**src/rtl/bact_pkg.sv**
```systemverilog
// ----------------------------------------------------------------------------
// bact_pkg: types and codes for the bump allocator with chunk tables
// Request and result beat layouts, status codes and field widths.
// ----------------------------------------------------------------------------
package bact_pkg;

  localparam int unsigned AddrW = 16;
  localparam int unsigned SizeW = 17;
  localparam int unsigned StatW = 3;

  localparam logic FUNC_ALLOC = 1'b0;
  localparam logic FUNC_FREE  = 1'b1;

  localparam logic [StatW-1:0] ST_OK       = 3'd0;
  localparam logic [StatW-1:0] ST_ZERO     = 3'd1;
  localparam logic [StatW-1:0] ST_OOM      = 3'd2;
  localparam logic [StatW-1:0] ST_FULL     = 3'd3;
  localparam logic [StatW-1:0] ST_NOTFOUND = 3'd4;
  localparam logic [StatW-1:0] ST_NULL     = 3'd5;

  typedef struct packed {
    logic             func;
    logic [SizeW-1:0] req_size;
    logic [AddrW-1:0] addr;
    logic             addr_null;
  } req_t;

  typedef struct packed {
    logic [AddrW-1:0] out_addr;
    logic             out_null;
    logic [SizeW-1:0] chunk_size;
    logic [StatW-1:0] status;
  } rsp_t;

  // one table entry: start address and length
  typedef struct packed {
    logic [AddrW-1:0] start;
    logic [SizeW-1:0] len;
  } entry_t;

endpackage

```
**src/rtl/bact_table.sv**
```systemverilog
// ----------------------------------------------------------------------------
// bact_table: address-sorted chunk table
// Entry memory, one read and one write port, with a count; the sequencer drives
// reads and writes one entry per cycle. Read data is registered.
// ----------------------------------------------------------------------------
module bact_table #(
  parameter int unsigned DEPTH = 64
) (
  input  logic                       clk,
  input  logic                       rst_n,
  input  logic [$clog2(DEPTH)-1:0]   rd_idx,
  output bact_pkg::entry_t           rd_data,
  input  logic                       wr_en,
  input  logic [$clog2(DEPTH)-1:0]   wr_idx,
  input  bact_pkg::entry_t           wr_data,
  input  logic                       cnt_inc,
  input  logic                       cnt_dec,
  output logic [$clog2(DEPTH+1)-1:0] count
);

  bact_pkg::entry_t mem [DEPTH];
  logic [$clog2(DEPTH+1)-1:0] count_r;

  always_ff @(posedge clk) begin
    if (wr_en) begin
      mem[wr_idx] <= wr_data;
    end
    rd_data <= mem[rd_idx];
  end

  always_ff @(posedge clk) begin
    if (!rst_n) begin
      count_r <= '0;
    end else if (cnt_inc) begin
      count_r <= count_r + 1'b1;
    end else if (cnt_dec) begin
      count_r <= count_r - 1'b1;
    end
  end

  assign count = count_r;

endmodule

```
**src/rtl/bump_allocator_chunk_tables_top.sv**
```systemverilog
// ----------------------------------------------------------------------------
// bump_allocator_chunk_tables_top: bump allocator with sorted chunk tables
// Requests arrive as in_ beats (allocate or free) and each yields exactly one
// out_ beat carrying address, null flag, chunk size and status.
// The heap limit is written through the cfg_ channel while the block is idle.
//
// Timing: one request is in flight at a time; in_ready is low meanwhile.
// A request rejected at decode goes from S_DECIDE straight to S_OUT. A
// successful allocate appends to the used table (the bump pointer only grows,
// so no entry moves) and passes through S_INS_RD and S_INS_CMP to S_OUT. A free
// scans the used table entry by entry up to the hit (S_SCAN_RD, S_SCAN_CMP; not
// found or freed table full goes to S_OUT), shifts the freed table on insert
// (S_FINS_RD, S_FINS_CMP per entry moved) and closes the gap in the used table
// (S_REM_RD, S_REM_WR per entry moved). Each table is read and written through
// its own read and write ports, one entry at a time.
// The result sits in an output register until out_ready; the next request is
// taken in the cycle after delivery.
// Reset (synchronous, rst_n low) clears the bump pointer and both counts and
// sets the limit to 65536; table contents need no clearing.
// ----------------------------------------------------------------------------
module bump_allocator_chunk_tables_top #(
  parameter int unsigned HEAP_BYTES  = 65536,
  parameter int unsigned TABLE_DEPTH = 64
) (
  input  logic                        clk,
  input  logic                        rst_n,
  input  logic                        in_valid,
  output logic                        in_ready,
  input  bact_pkg::req_t              in_data,
  output logic                        out_valid,
  input  logic                        out_ready,
  output bact_pkg::rsp_t              out_data,
  input  logic                        cfg_valid,
  output logic                        cfg_ready,
  input  logic [bact_pkg::SizeW-1:0]  cfg_data
);

  localparam int unsigned IdxW = $clog2(TABLE_DEPTH);
  localparam int unsigned CntW = $clog2(TABLE_DEPTH + 1);
  localparam logic [CntW-1:0] DepthC = CntW'(TABLE_DEPTH);
  localparam logic [bact_pkg::SizeW:0] HeapC = (bact_pkg::SizeW+1)'(HEAP_BYTES);

  typedef enum logic [3:0] {
    S_IDLE, S_DECIDE, S_INS_RD, S_INS_CMP, S_SCAN_RD, S_SCAN_CMP,
    S_FINS_RD, S_FINS_CMP, S_REM_RD, S_REM_WR, S_OUT
  } state_t;

  state_t state_r;
  bact_pkg::req_t req_r;
  bact_pkg::rsp_t rsp_r;
  logic [bact_pkg::SizeW-1:0] limit_r, bump_r;
  logic [IdxW-1:0] idx_r;          // index being read / shifted
  logic [CntW-1:0] pos_r;          // scan position (may reach count)
  logic [CntW-1:0] hit_r;          // used-table position of the freed chunk
  bact_pkg::entry_t ent_r;         // entry being moved / inserted

  // used table
  logic [IdxW-1:0] u_rd_idx, u_wr_idx;
  bact_pkg::entry_t u_rd, u_wr;
  logic u_we, u_inc, u_dec;
  logic [CntW-1:0] u_cnt;
  // freed table
  logic [IdxW-1:0] f_rd_idx, f_wr_idx;
  bact_pkg::entry_t f_rd, f_wr;
  logic f_we, f_inc;
  logic [CntW-1:0] f_cnt;

  function automatic bact_pkg::rsp_t err_rsp(logic [bact_pkg::StatW-1:0] st);
    bact_pkg::rsp_t r;
    r = '{out_addr: '0, out_null: 1'b1, chunk_size: '0, status: st};
    return r;
  endfunction

  bact_table #(.DEPTH(TABLE_DEPTH)) u_used (
    .clk, .rst_n, .rd_idx(u_rd_idx), .rd_data(u_rd), .wr_en(u_we),
    .wr_idx(u_wr_idx), .wr_data(u_wr), .cnt_inc(u_inc), .cnt_dec(u_dec),
    .count(u_cnt)
  );

  bact_table #(.DEPTH(TABLE_DEPTH)) u_freed (
    .clk, .rst_n, .rd_idx(f_rd_idx), .rd_data(f_rd), .wr_en(f_we),
    .wr_idx(f_wr_idx), .wr_data(f_wr), .cnt_inc(f_inc), .cnt_dec(1'b0),
    .count(f_cnt)
  );

  // heap-limit compare for allocate
  logic [bact_pkg::SizeW:0] sum_w, lim_w;
  logic oom_w;
  assign sum_w = {1'b0, bump_r} + {1'b0, req_r.req_size};
  assign lim_w = ({1'b0, limit_r} < HeapC) ? {1'b0, limit_r} : HeapC;
  assign oom_w = sum_w > lim_w;

  assign in_ready  = (state_r == S_IDLE);
  assign cfg_ready = (state_r == S_IDLE);
  assign out_valid = (state_r == S_OUT);
  assign out_data  = rsp_r;

  // table port control, decoded from state
  always_comb begin
    u_rd_idx = idx_r;
    f_rd_idx = idx_r;
    u_wr_idx = idx_r;
    f_wr_idx = idx_r;
    u_wr = ent_r;
    f_wr = ent_r;
    u_we = 1'b0;
    f_we = 1'b0;
    u_inc = 1'b0;
    u_dec = 1'b0;
    f_inc = 1'b0;
    case (state_r)
      S_SCAN_RD: u_rd_idx = pos_r[IdxW-1:0];
      S_INS_CMP: begin
        // shift up while new start is below the entry read
        u_we = 1'b1;
        if (pos_r != '0 && ent_r.start < u_rd.start) begin
          u_wr_idx = pos_r[IdxW-1:0];
          u_wr = u_rd;
        end else begin
          u_wr_idx = pos_r[IdxW-1:0];
          u_inc = 1'b1;
        end
      end
      S_FINS_CMP: begin
        f_we = 1'b1;
        f_wr_idx = pos_r[IdxW-1:0];
        if (pos_r != '0 && ent_r.start < f_rd.start) begin
          f_wr = f_rd;
        end else begin
          f_inc = 1'b1;
        end
      end
      S_REM_WR: begin
        u_we = 1'b1;
        u_wr_idx = pos_r[IdxW-1:0];
        u_wr = u_rd;
      end
      S_REM_RD: begin
        u_rd_idx = IdxW'(pos_r + 1'b1);
        if (pos_r + 1'b1 >= u_cnt) begin
          u_dec = 1'b1;
        end
      end
      default: ;
    endcase
  end

  always_ff @(posedge clk) begin
    if (!rst_n) begin
      state_r <= S_IDLE;
      limit_r <= bact_pkg::SizeW'(65536);
      bump_r  <= '0;
    end else begin
      case (state_r)
        S_IDLE: begin
          if (cfg_valid) begin
            limit_r <= cfg_data;
          end
          if (in_valid) begin
            req_r   <= in_data;
            state_r <= S_DECIDE;
          end
        end
        S_DECIDE: begin
          if (req_r.func == bact_pkg::FUNC_ALLOC) begin
            if (req_r.req_size == '0) begin
              rsp_r <= err_rsp(bact_pkg::ST_ZERO);
              state_r <= S_OUT;
            end else if (oom_w) begin
              rsp_r <= err_rsp(bact_pkg::ST_OOM);
              state_r <= S_OUT;
            end else if (u_cnt >= DepthC) begin
              rsp_r <= err_rsp(bact_pkg::ST_FULL);
              state_r <= S_OUT;
            end else begin
              rsp_r <= '{out_addr: bump_r[bact_pkg::AddrW-1:0], out_null: 1'b0,
                         chunk_size: req_r.req_size, status: bact_pkg::ST_OK};
              bump_r <= sum_w[bact_pkg::SizeW-1:0];
              ent_r  <= '{start: bump_r[bact_pkg::AddrW-1:0], len: req_r.req_size};
              pos_r  <= u_cnt;
              idx_r  <= IdxW'(u_cnt - 1'b1);
              state_r <= S_INS_RD;
            end
          end else if (req_r.addr_null) begin
            rsp_r <= err_rsp(bact_pkg::ST_NULL);
            state_r <= S_OUT;
          end else begin
            rsp_r <= err_rsp(bact_pkg::ST_OK);
            pos_r <= '0;
            state_r <= S_SCAN_RD;
          end
        end
        S_INS_RD: state_r <= S_INS_CMP;
        S_INS_CMP: begin
          if (pos_r != '0 && ent_r.start < u_rd.start) begin
            pos_r <= pos_r - 1'b1;
            idx_r <= IdxW'(pos_r - 2'd2);
            state_r <= S_INS_RD;
          end else begin
            state_r <= S_OUT;
          end
        end
        S_SCAN_RD: begin
          if (pos_r >= u_cnt) begin
            rsp_r.status <= bact_pkg::ST_NOTFOUND;
            state_r <= S_OUT;
          end else begin
            state_r <= S_SCAN_CMP;
          end
        end
        S_SCAN_CMP: begin
          if (u_rd.start == req_r.addr) begin
            if (f_cnt >= DepthC) begin
              rsp_r.status <= bact_pkg::ST_FULL;
              state_r <= S_OUT;
            end else begin
              rsp_r.chunk_size <= u_rd.len;
              ent_r <= u_rd;
              hit_r <= pos_r;
              pos_r <= f_cnt;
              idx_r <= IdxW'(f_cnt - 1'b1);
              state_r <= S_FINS_RD;
            end
          end else begin
            pos_r <= pos_r + 1'b1;
            state_r <= S_SCAN_RD;
          end
        end
        S_FINS_RD: state_r <= S_FINS_CMP;
        S_FINS_CMP: begin
          if (pos_r != '0 && ent_r.start < f_rd.start) begin
            pos_r <= pos_r - 1'b1;
            idx_r <= IdxW'(pos_r - 2'd2);
            state_r <= S_FINS_RD;
          end else begin
            pos_r <= hit_r;
            state_r <= S_REM_RD;
          end
        end
        S_REM_RD: begin
          if (pos_r + 1'b1 >= u_cnt) begin
            state_r <= S_OUT;
          end else begin
            state_r <= S_REM_WR;
          end
        end
        S_REM_WR: begin
          pos_r <= pos_r + 1'b1;
          state_r <= S_REM_RD;
        end
        S_OUT: begin
          if (out_ready) state_r <= S_IDLE;
        end
        default: state_r <= S_IDLE;
      endcase
    end
  end

endmodule

```
**config.mk**
```make
export PLATFORM = sky130hd
export DESIGN_NAME = bump_allocator_chunk_tables_top
export DESIGN_NICKNAME = d
export VERILOG_FILES = /design/src/rtl/bact_pkg.sv /design/src/rtl/bact_table.sv /design/src/rtl/bump_allocator_chunk_tables_top.sv
export SDC_FILE = /design/constraint.sdc
export NUM_CORES = 2
export LEC_CHECK = 0
export BUFFER_PORTS_ARGS = -buffer_cell sky130_fd_sc_hd__buf_2
export CAP_MARGIN = 10
export CORE_MARGIN = 5
export CORE_UTILIZATION = 56
export DETAILED_ROUTE_END_ITERATION = 16
export PLACE_DENSITY = 0.81
export SKIP_CTS_REPAIR_TIMING = 1
export SLEW_MARGIN = 20
export SYNTH_ARGS = -nofsm -noshare
export SYNTH_HDL_FRONTEND = slang
export SYNTH_MEMORY_MAX_BITS = 65536
export SYNTH_SLANG_ARGS = --single-unit
```
**constraint.sdc**
```tcl
create_clock -name clk -period 14.57 [get_ports clk]
set_input_delay 1.457 -clock clk [delete_from_list [all_inputs] [get_ports clk]]
set_output_delay 1.457 -clock clk [all_outputs]
set_load 0.05 [all_outputs]
```
## Word level (Yosys, flattened, before mapping)

Memories as Yosys holds them, arrays and structs flattened. A register that Yosys moved wholly into a read port is not among the register bits.
Index checks and enable logic that the tools add are counted.

| word-level totals | value |
|---|---|
| bits of input ports | 57 |
| memories kept | 2 |
| flip-flop bits (word level) | 177 |
| output and inout bits | 40 |
| logic and storage cells | 164 |
| memory bits (writable) | 4224 |

| operators by class | value |
|---|---|
| reduce and logical (&&, ||, !) cells | 22 |
| bitwise logic cells | 5 |
| mux-type cells | 73 |
| $lt $le $gt $ge | 8 |
| add/sub/neg operators | 8 |
| equality and inequality tests | 28 |

Memory list:

| memory | depth | bits a word | read ports | clocked after Yosys merged registers in | write ports | RTL line | text |
|---|---|---|---|---|---|---|---|
| u_freed.mem | 64 | 33 | 1 | 1 | 1 | bact_table.sv:21 | `bact_pkg::entry_t mem [DEPTH];` |
| u_used.mem | 64 | 33 | 1 | 1 | 1 | bact_table.sv:21 |  |

Operators by type and width:

| kind | count |
|---|---|
| $mux W33 | 9 |
| $mux W37 | 4 |
| $pmux W33 S2 | 2 |
| $mux W7 | 11 |
| $mux W6 | 10 |
| $mux W4 | 12 |
| $pmux W4 S11 | 1 |
| $pmux W7 S5 | 1 |
| $mux W17 | 2 |
| $pmux W17 S2 | 1 |
| $lt A16 B16 Y1 | 2 |
| $pmux W6 S4 | 1 |
| $ne A2 B2 Y1 const B | 11 |
| $add A7 B1 Y7 const B | 3 |
| $mux W20 | 1 |
| $add A17 B17 Y18 | 1 |
| $gt A18 B17 Y1 | 1 |
| $logic_not A17 Y1 | 1 |
| $lt A17 B17 Y1 const B | 1 |
| $eq A16 B16 Y1 | 1 |
| $eq A4 B3 Y1 const B | 4 |
| $reduce_and A8 Y1 | 2 |
| $ne A3 B3 Y1 const B | 5 |
| $ge A7 B7 Y1 | 2 |
| 27 further kinds | 55 |

## Longest topological paths before layout

| depth | value |
|---|---|
| word-level depth | 7 |
| gate-level depth with buffers | 19 |
| gate-level depth less buffers | 18 |

## Modules after synthesis

Synthesis repeated with hierarchy kept, for this count alone.

| second synthesis, totals | value |
|---|---|
| cell total of the unflattened synthesis | 8060 |
| area, all modules | 173118.5 µm² |

By module, submodules not included:

| module | cells each | times used | seq. area each (µm²) | area an instance (µm²) |
|---|---|---|---|---|
| bact_table (u_freed) | 3507 | 1 | 64221.6 | 81425.6 |
| bact_table (u_used) | 3507 | 1 | 64221.6 | 81296.7 |
| bump_allocator_chunk_tables_top | 1046 | 1 | 4514.3 | 10396.2 |

## Least setup slack after synthesis

Ideal clock, no wire load.

| path | value |
|---|---|
| path type | register to register |
| from | register pos_r[0] |
| to | memory u_used.mem[0][19] in the netlist's numbering (data pin) |
| buffers on the path | 4 |
| slack | 8799 ps |
| stages on the path, launching flop included | 13 |
| data required time | 13868 ps |
| clock period less this slack | 5771 ps |
| library setup time | 702 ps |
| data arrival time | 5069 ps |
| path through | edfxtp_1 > inv_1 > clkbuf_1 > clkbuf_1 > ha_1 > nor2b_1 > a311oi_1 > o211ai_1 > a21oi_1 > o21ai_0 > clkbuf_1 > clkbuf_1 > o21ai_0 |

RTL lines:

| item | RTL line | text |
|---|---|---|
| start: declaration | bump_allocator_chunk_tables_top.sv:53 | `logic [CntW-1:0] pos_r;` |
| start signal: assignment | bump_allocator_chunk_tables_top.sv:180 | `pos_r <= u_cnt;` |
| start signal: assignment | bump_allocator_chunk_tables_top.sv:196 | `pos_r <= pos_r - 1'b1;` |
| start signal: assignment | bump_allocator_chunk_tables_top.sv:220 | `pos_r <= f_cnt;` |
| end: declaration | bact_table.sv:21 |  |

## Worst setup path in the final report

| path | value |
|---|---|
| from | register state_r[3] |
| to | register u_used.rd_data[26] (netlist name) |

| between the ends | value |
|---|---|
| cells in the longest elaborated chain, start to end | 2 |

RTL lines:

| item | RTL line | text |
|---|---|---|
| start: declaration | bump_allocator_chunk_tables_top.sv:48 | `state_t state_r;` |
| start signal: assignment | bump_allocator_chunk_tables_top.sv:150 | `state_r <= S_IDLE;` |
| start signal: assignment | bump_allocator_chunk_tables_top.sv:161 | `state_r <= S_DECIDE;` |
| start signal: assignment | bump_allocator_chunk_tables_top.sv:168 | `state_r <= S_OUT;` |
| $eq A4 B4 Y1 / $eq A4 B3 Y1 (equally long branches) | bump_allocator_chunk_tables_top.sv:111 | `case (state_r)` |
| $pmux W6 S2 (*) | bump_allocator_chunk_tables_top.sv:111 |  |

Every way passes the cells marked *; elsewhere a longest branch is shown, timed or not.
A chain may end at the register's enable or synchronous reset.

==> results.txt <==
The core box area is 243000 um2. Once detail routing completed, the nets flagged for antenna violations numbered 0. The initialized floorplan defines 181 standard-cell rows. The layout filler cell count is about 16k. The final clock period utilization by the worst path came out at between 40% and 50%. Setup slack on the critical path of the routed design comes to 7960 ps.

The upper clock frequency limit came out at between 150 and 200 MHz. The number of standard cells after synthesis came out at 7315. The width of the die is a little over 500 um. In this run the worst setup path terminates at u_used.rd_data[26]$_DFF_P_. The I/O pin count came out at 97. The combined global-route utilization of all metal layers came out at between 20 and 30%. The via count of the first global-routing pass came out at approximately 74k. The area share of xor/xnor cells in the synthesized design came out at 0.373%.

Yosys attributes the largest share of cell area to sky130_fd_sc_hd__edfxtp_1 72%, sky130_fd_sc_hd__mux2i_1 13%, sky130_fd_sc_hd__mux4_2 5.6%, sky130_fd_sc_hd__dfxtp_1 1.5%, sky130_fd_sc_hd__ha_1 0.81%. The endpoint of the lowest-slack register-to-register path is u_used.rd_data[26]$_DFF_P_. The total nets after synthesis is around 7.5k. The tree is rooted in a sky130_fd_sc_hd__clkbuf_16. The initial antenna violation count came out at 33. The number of warnings printed during yosys synthesis came out at 0. The first-iteration detailed-routing DRC count came out at roughly 10k.

The maximum resistive drop on vdd came out at between 0.00015 and 0.0002 V. The commonest cells after synthesis are 3261 x sky130_fd_sc_hd__edfxtp_1, 1830 x sky130_fd_sc_hd__mux2i_1, 337 x sky130_fd_sc_hd__mux4_2. The global placer's final weighted congestion is around 0.94.

The primary flip-flop cell chosen by synthesis mapping is sky130_fd_sc_hd__edfxtp_1. The effective utilization at floorplan came out at a little under three fifths. The remaining max-slew budget at the tightest pin is 14.8%. The post-placement setup slack came out at roughly 8100 ps. The transition at the pin with the smallest max-transition slack is about 1300 ps. The main combinational cell family by area after synthesis is multiplexers. The adder-cell share of the synthesized area is less than 1%.

STA classifies the critical path startpoint as a register. The number of buffer and inverter instances along the worst setup path is 3. The worst register-to-register path has a depth of 11. Summed over all instances, the cell type with the most area after synthesis is sky130_fd_sc_hd__edfxtp_1.

The register-to-register setup slack came out at 7960 ps. The share of the synthesized area in the top cell type is between 70 and 80%. The clock sink count came out at approximately 3.4k. Relative to the synthesized area, the layout overhead comes to 12.2%.

The minimum clock period after layout is 6610 ps. The top cell family by delay on the critical path is buffers and inverters. On the worst path, the slowest cell contributes a delay of between 900 and 1000 ps. STA classifies the critical path endpoint as a register. After the flow finishes, the layout carries non-filler instances totaling 11.1k. The total wire length came out at about 370000 um. Once placement completed, the tool counted placed cells totaling 10.5k. The critical path depth in cells is 11. The largest fanout on the critical path is between 60 and 70. The die covers roughly 250000 um2. In the final layout, the share of cells above drive strength 1 is between 15 and 20%. The maximum clock insertion buffer count came out at 4. The total power divided by cell area is around 180 nW/um2. The final layout contains 7749 nets. The leading cell type by number of instances after synthesis is sky130_fd_sc_hd__edfxtp_1. The detailed-routing iteration count for the pre-antenna-repair pass is 6.

The later pin in the worst-skew pair is clocked with a latency of ~1000 ps. TritonCTS built the clock tree. The area fraction in compound gates after synthesis came out at 2.46%. The critical path goes through or4b_1 -> o211a_1 -> o21ai_4 -> buf_4 -> buf_4 -> buf_4 -> mux2i_1 -> mux2i_1 -> mux2i_1 -> o22ai_1 -> or4_1. The run finished with clean final reports. The count of endpoints failing setup in the final report came out at 0. TritonCTS created between 300 and 400 clock buffers. On the final layout, the worst hold slack is between 400 and 500 ps. The launch point of the worst reg-to-reg path is state_r[3]$_SDFFE_PN0P_.

In the routed layout, each cell is associated on average with a via count of around 6.7. The count of final hold-check violations came out at 0. The total standard cell area after synthesis is 136000 um2.

The final global-route overflow total came out at 0. The max-slew violation count was 0. The average routed wire per standard cell is 33.3 um. The routed layout has about 74k vias.

The wire length of the first global-routing pass came out at approximately 520000 um. The largest net degree at the start of global routing came out at around 120. The tool flagged a number of max-cap violations equal to 0. The count of flip-flops with a built-in enable after synthesis came out at 3261.

The class of the tightest hold or removal check is reg2reg. The post-synthesis sequential area ratio came out at approximately 73%. After detailed routing, the number of remaining DRC violations is 0. The async set or reset register ratio after synthesis came out at 0%. Setup repair after global routing left no endpoint under its margin. The number of different library cells in the post-synthesis netlist is 67. For the final routed database, the setup TNS stands at 0 ps.

The fraction of the core area covered by cells at the end of the flow is approximately 63%. The beginning of the critical path is state_r[3]$_SDFFE_PN0P_. The critical path's slowest cell is sky130_fd_sc_hd__buf_4. The arrival time at the worst endpoint is ~7400 ps. The average footprint of a synthesized cell came out at 18.6 um2. The synthesized netlist devotes 2.11% of its cell area to simple gates.

In this run the static leakage power is 55.2 nW. The critical setup path kind is reg2reg. CTS built an H-tree with a depth of 5. The total half-perimeter wirelength after legalization and detailed placement came out at 194000 um. From bottom edge to top edge, the die measures between 500 and 600 um. Synthesis inferred about 3.4k register bits. At the worst endpoint, the required time is roughly 15000 ps. The quantity of I/O buffers inserted on ports came out at 96. The clock transition time at the flip-flop clock pins of the worst setup and hold paths came out at roughly 70 ps. The portion of synthesized area spent on multiplexers is 19.3%. For the final database, setup skew stands at roughly 130 ps.
[routing by layer]
metal,wire [um],vias to the layer above,global-route usage [%]
li1,-,29900,-
met1,127000,37700,36.2
met2,175000,5356,45.7
met3,40800,1162,6.95
met4,26500,16,17.2
met5,124,-,0
[state kept, by name, summed over array words and instances (netlist names)]
signal	flops
u_freed.mem	1024
u_used.rd_data	33
u_used.count	7
state_r	4
limit_r	17
hit_r	7
f_rd_idx	6
bump_r	17
u_used.mem	2112
pos_r	7
u_freed.rd_data	16
req_r	35
out_data	37
u_freed.count	7
ent_r	33
[cell families (layout without fill, tap and decap cells)]
logic type,Yosys count,count (layout)
AOI/OAI and AO/OA,518,518
xor gates and xnor gates,58,58
adders and majority gates,89,89
buffers and inverters,460,1006
DFF,3362,3362
muxes,2204,2204
other,0,14
and+or+nand+nor,624,624
[cell type report]
| class | instances | area, um2 | share of cell area (%) |
|---|---|---|---|
| sequential | 3362 | 99900 | 65.5 |
| multi-input combinational | 3493 | 35100 | 23.0 |
| clock buffer | 437 | 9260 | 6.06 |
| tap | 3202 | 4010 | 2.62 |
| timing repair buffer | 329 | 2280 | 1.49 |
| clock inverter | 171 | 1860 | 1.22 |
| inverter | 69 | 259 | 0.170 |
| antenna | 14 | 35.0 | 0.0229 |
[worst reg2reg max path, cell delays in order (launching register included)]
cell and delay, ps:
sky130_fd_sc_hd__dfxtp_1 680, sky130_fd_sc_hd__or4b_1 620, sky130_fd_sc_hd__o211a_1 320, sky130_fd_sc_hd__o21ai_4 470, sky130_fd_sc_hd__buf_4 860, sky130_fd_sc_hd__buf_4 880, sky130_fd_sc_hd__buf_4 1000, sky130_fd_sc_hd__mux2i_1 360
sky130_fd_sc_hd__mux2i_1 100, sky130_fd_sc_hd__mux2i_1 190, sky130_fd_sc_hd__o22ai_1 340, sky130_fd_sc_hd__or4_1 640
[stage by stage]
step | power [W] | cell area, um2
2_1_floorplan | 0.0160 | 136000
3_3_place_gp | 0.0179 | 141000
3_5_place_dp | 0.0181 | 141000
4_1_cts | 0.0269 | 153000
5_1_grt | 0.0277 | 153000
6_report | 0.0270 | 153000
[worst min-delay path by stage]
stage                                         from                        to  slack [ps]  depth (start not counted)
after detailed placement  limit_r[10]$_SDFFE_PN0P_  limit_r[10]$_SDFFE_PN0P_         450                          2
after CTS                 limit_r[10]$_SDFFE_PN0P_  limit_r[10]$_SDFFE_PN0P_         460                          2
after global placement     limit_r[0]$_SDFFE_PN0P_   limit_r[0]$_SDFFE_PN0P_         440                          2
after floorplan            limit_r[0]$_SDFFE_PN0P_   limit_r[0]$_SDFFE_PN0P_         430                          2
final                     limit_r[10]$_SDFFE_PN0P_  limit_r[10]$_SDFFE_PN0P_         460                          2
after global routing       limit_r[5]$_SDFFE_PN0P_   limit_r[5]$_SDFFE_PN0P_         480                          2
[where the power goes]
group	switching (W)	internal, W	total [W]
Combinational	0.00418	0.00235	0.00653
Sequential	0.000325	0.0113	0.0116
Clock	0.00370	0.00514	0.00884
[placed cells by master, fill, tap and decap left out, drive strengths merged, types with 11 or more instances in the layout]
master / n
dfxtp: 101
nand2b: 12
or3: 11
a221oi: 33
mux4: 337
diode: 14
o22ai: 132
nor4: 22
nand3: 26
or4: 33
bufinv: 36
o21ai: 125
xor2: 32
a21o: 18
mux2: 37
nand4: 17
a211oi: 12
buf: 329
a22oi: 15
inv: 81
a21oi: 78
clkbuf: 437
clkinv: 105
nor3: 31
xnor2: 26
clkinvlp: 18
nor2: 182
nand2: 236
mux2i: 1830
edfxtp: 3261
ha: 88
and2: 21
Power figures use the tool's default switching activity.
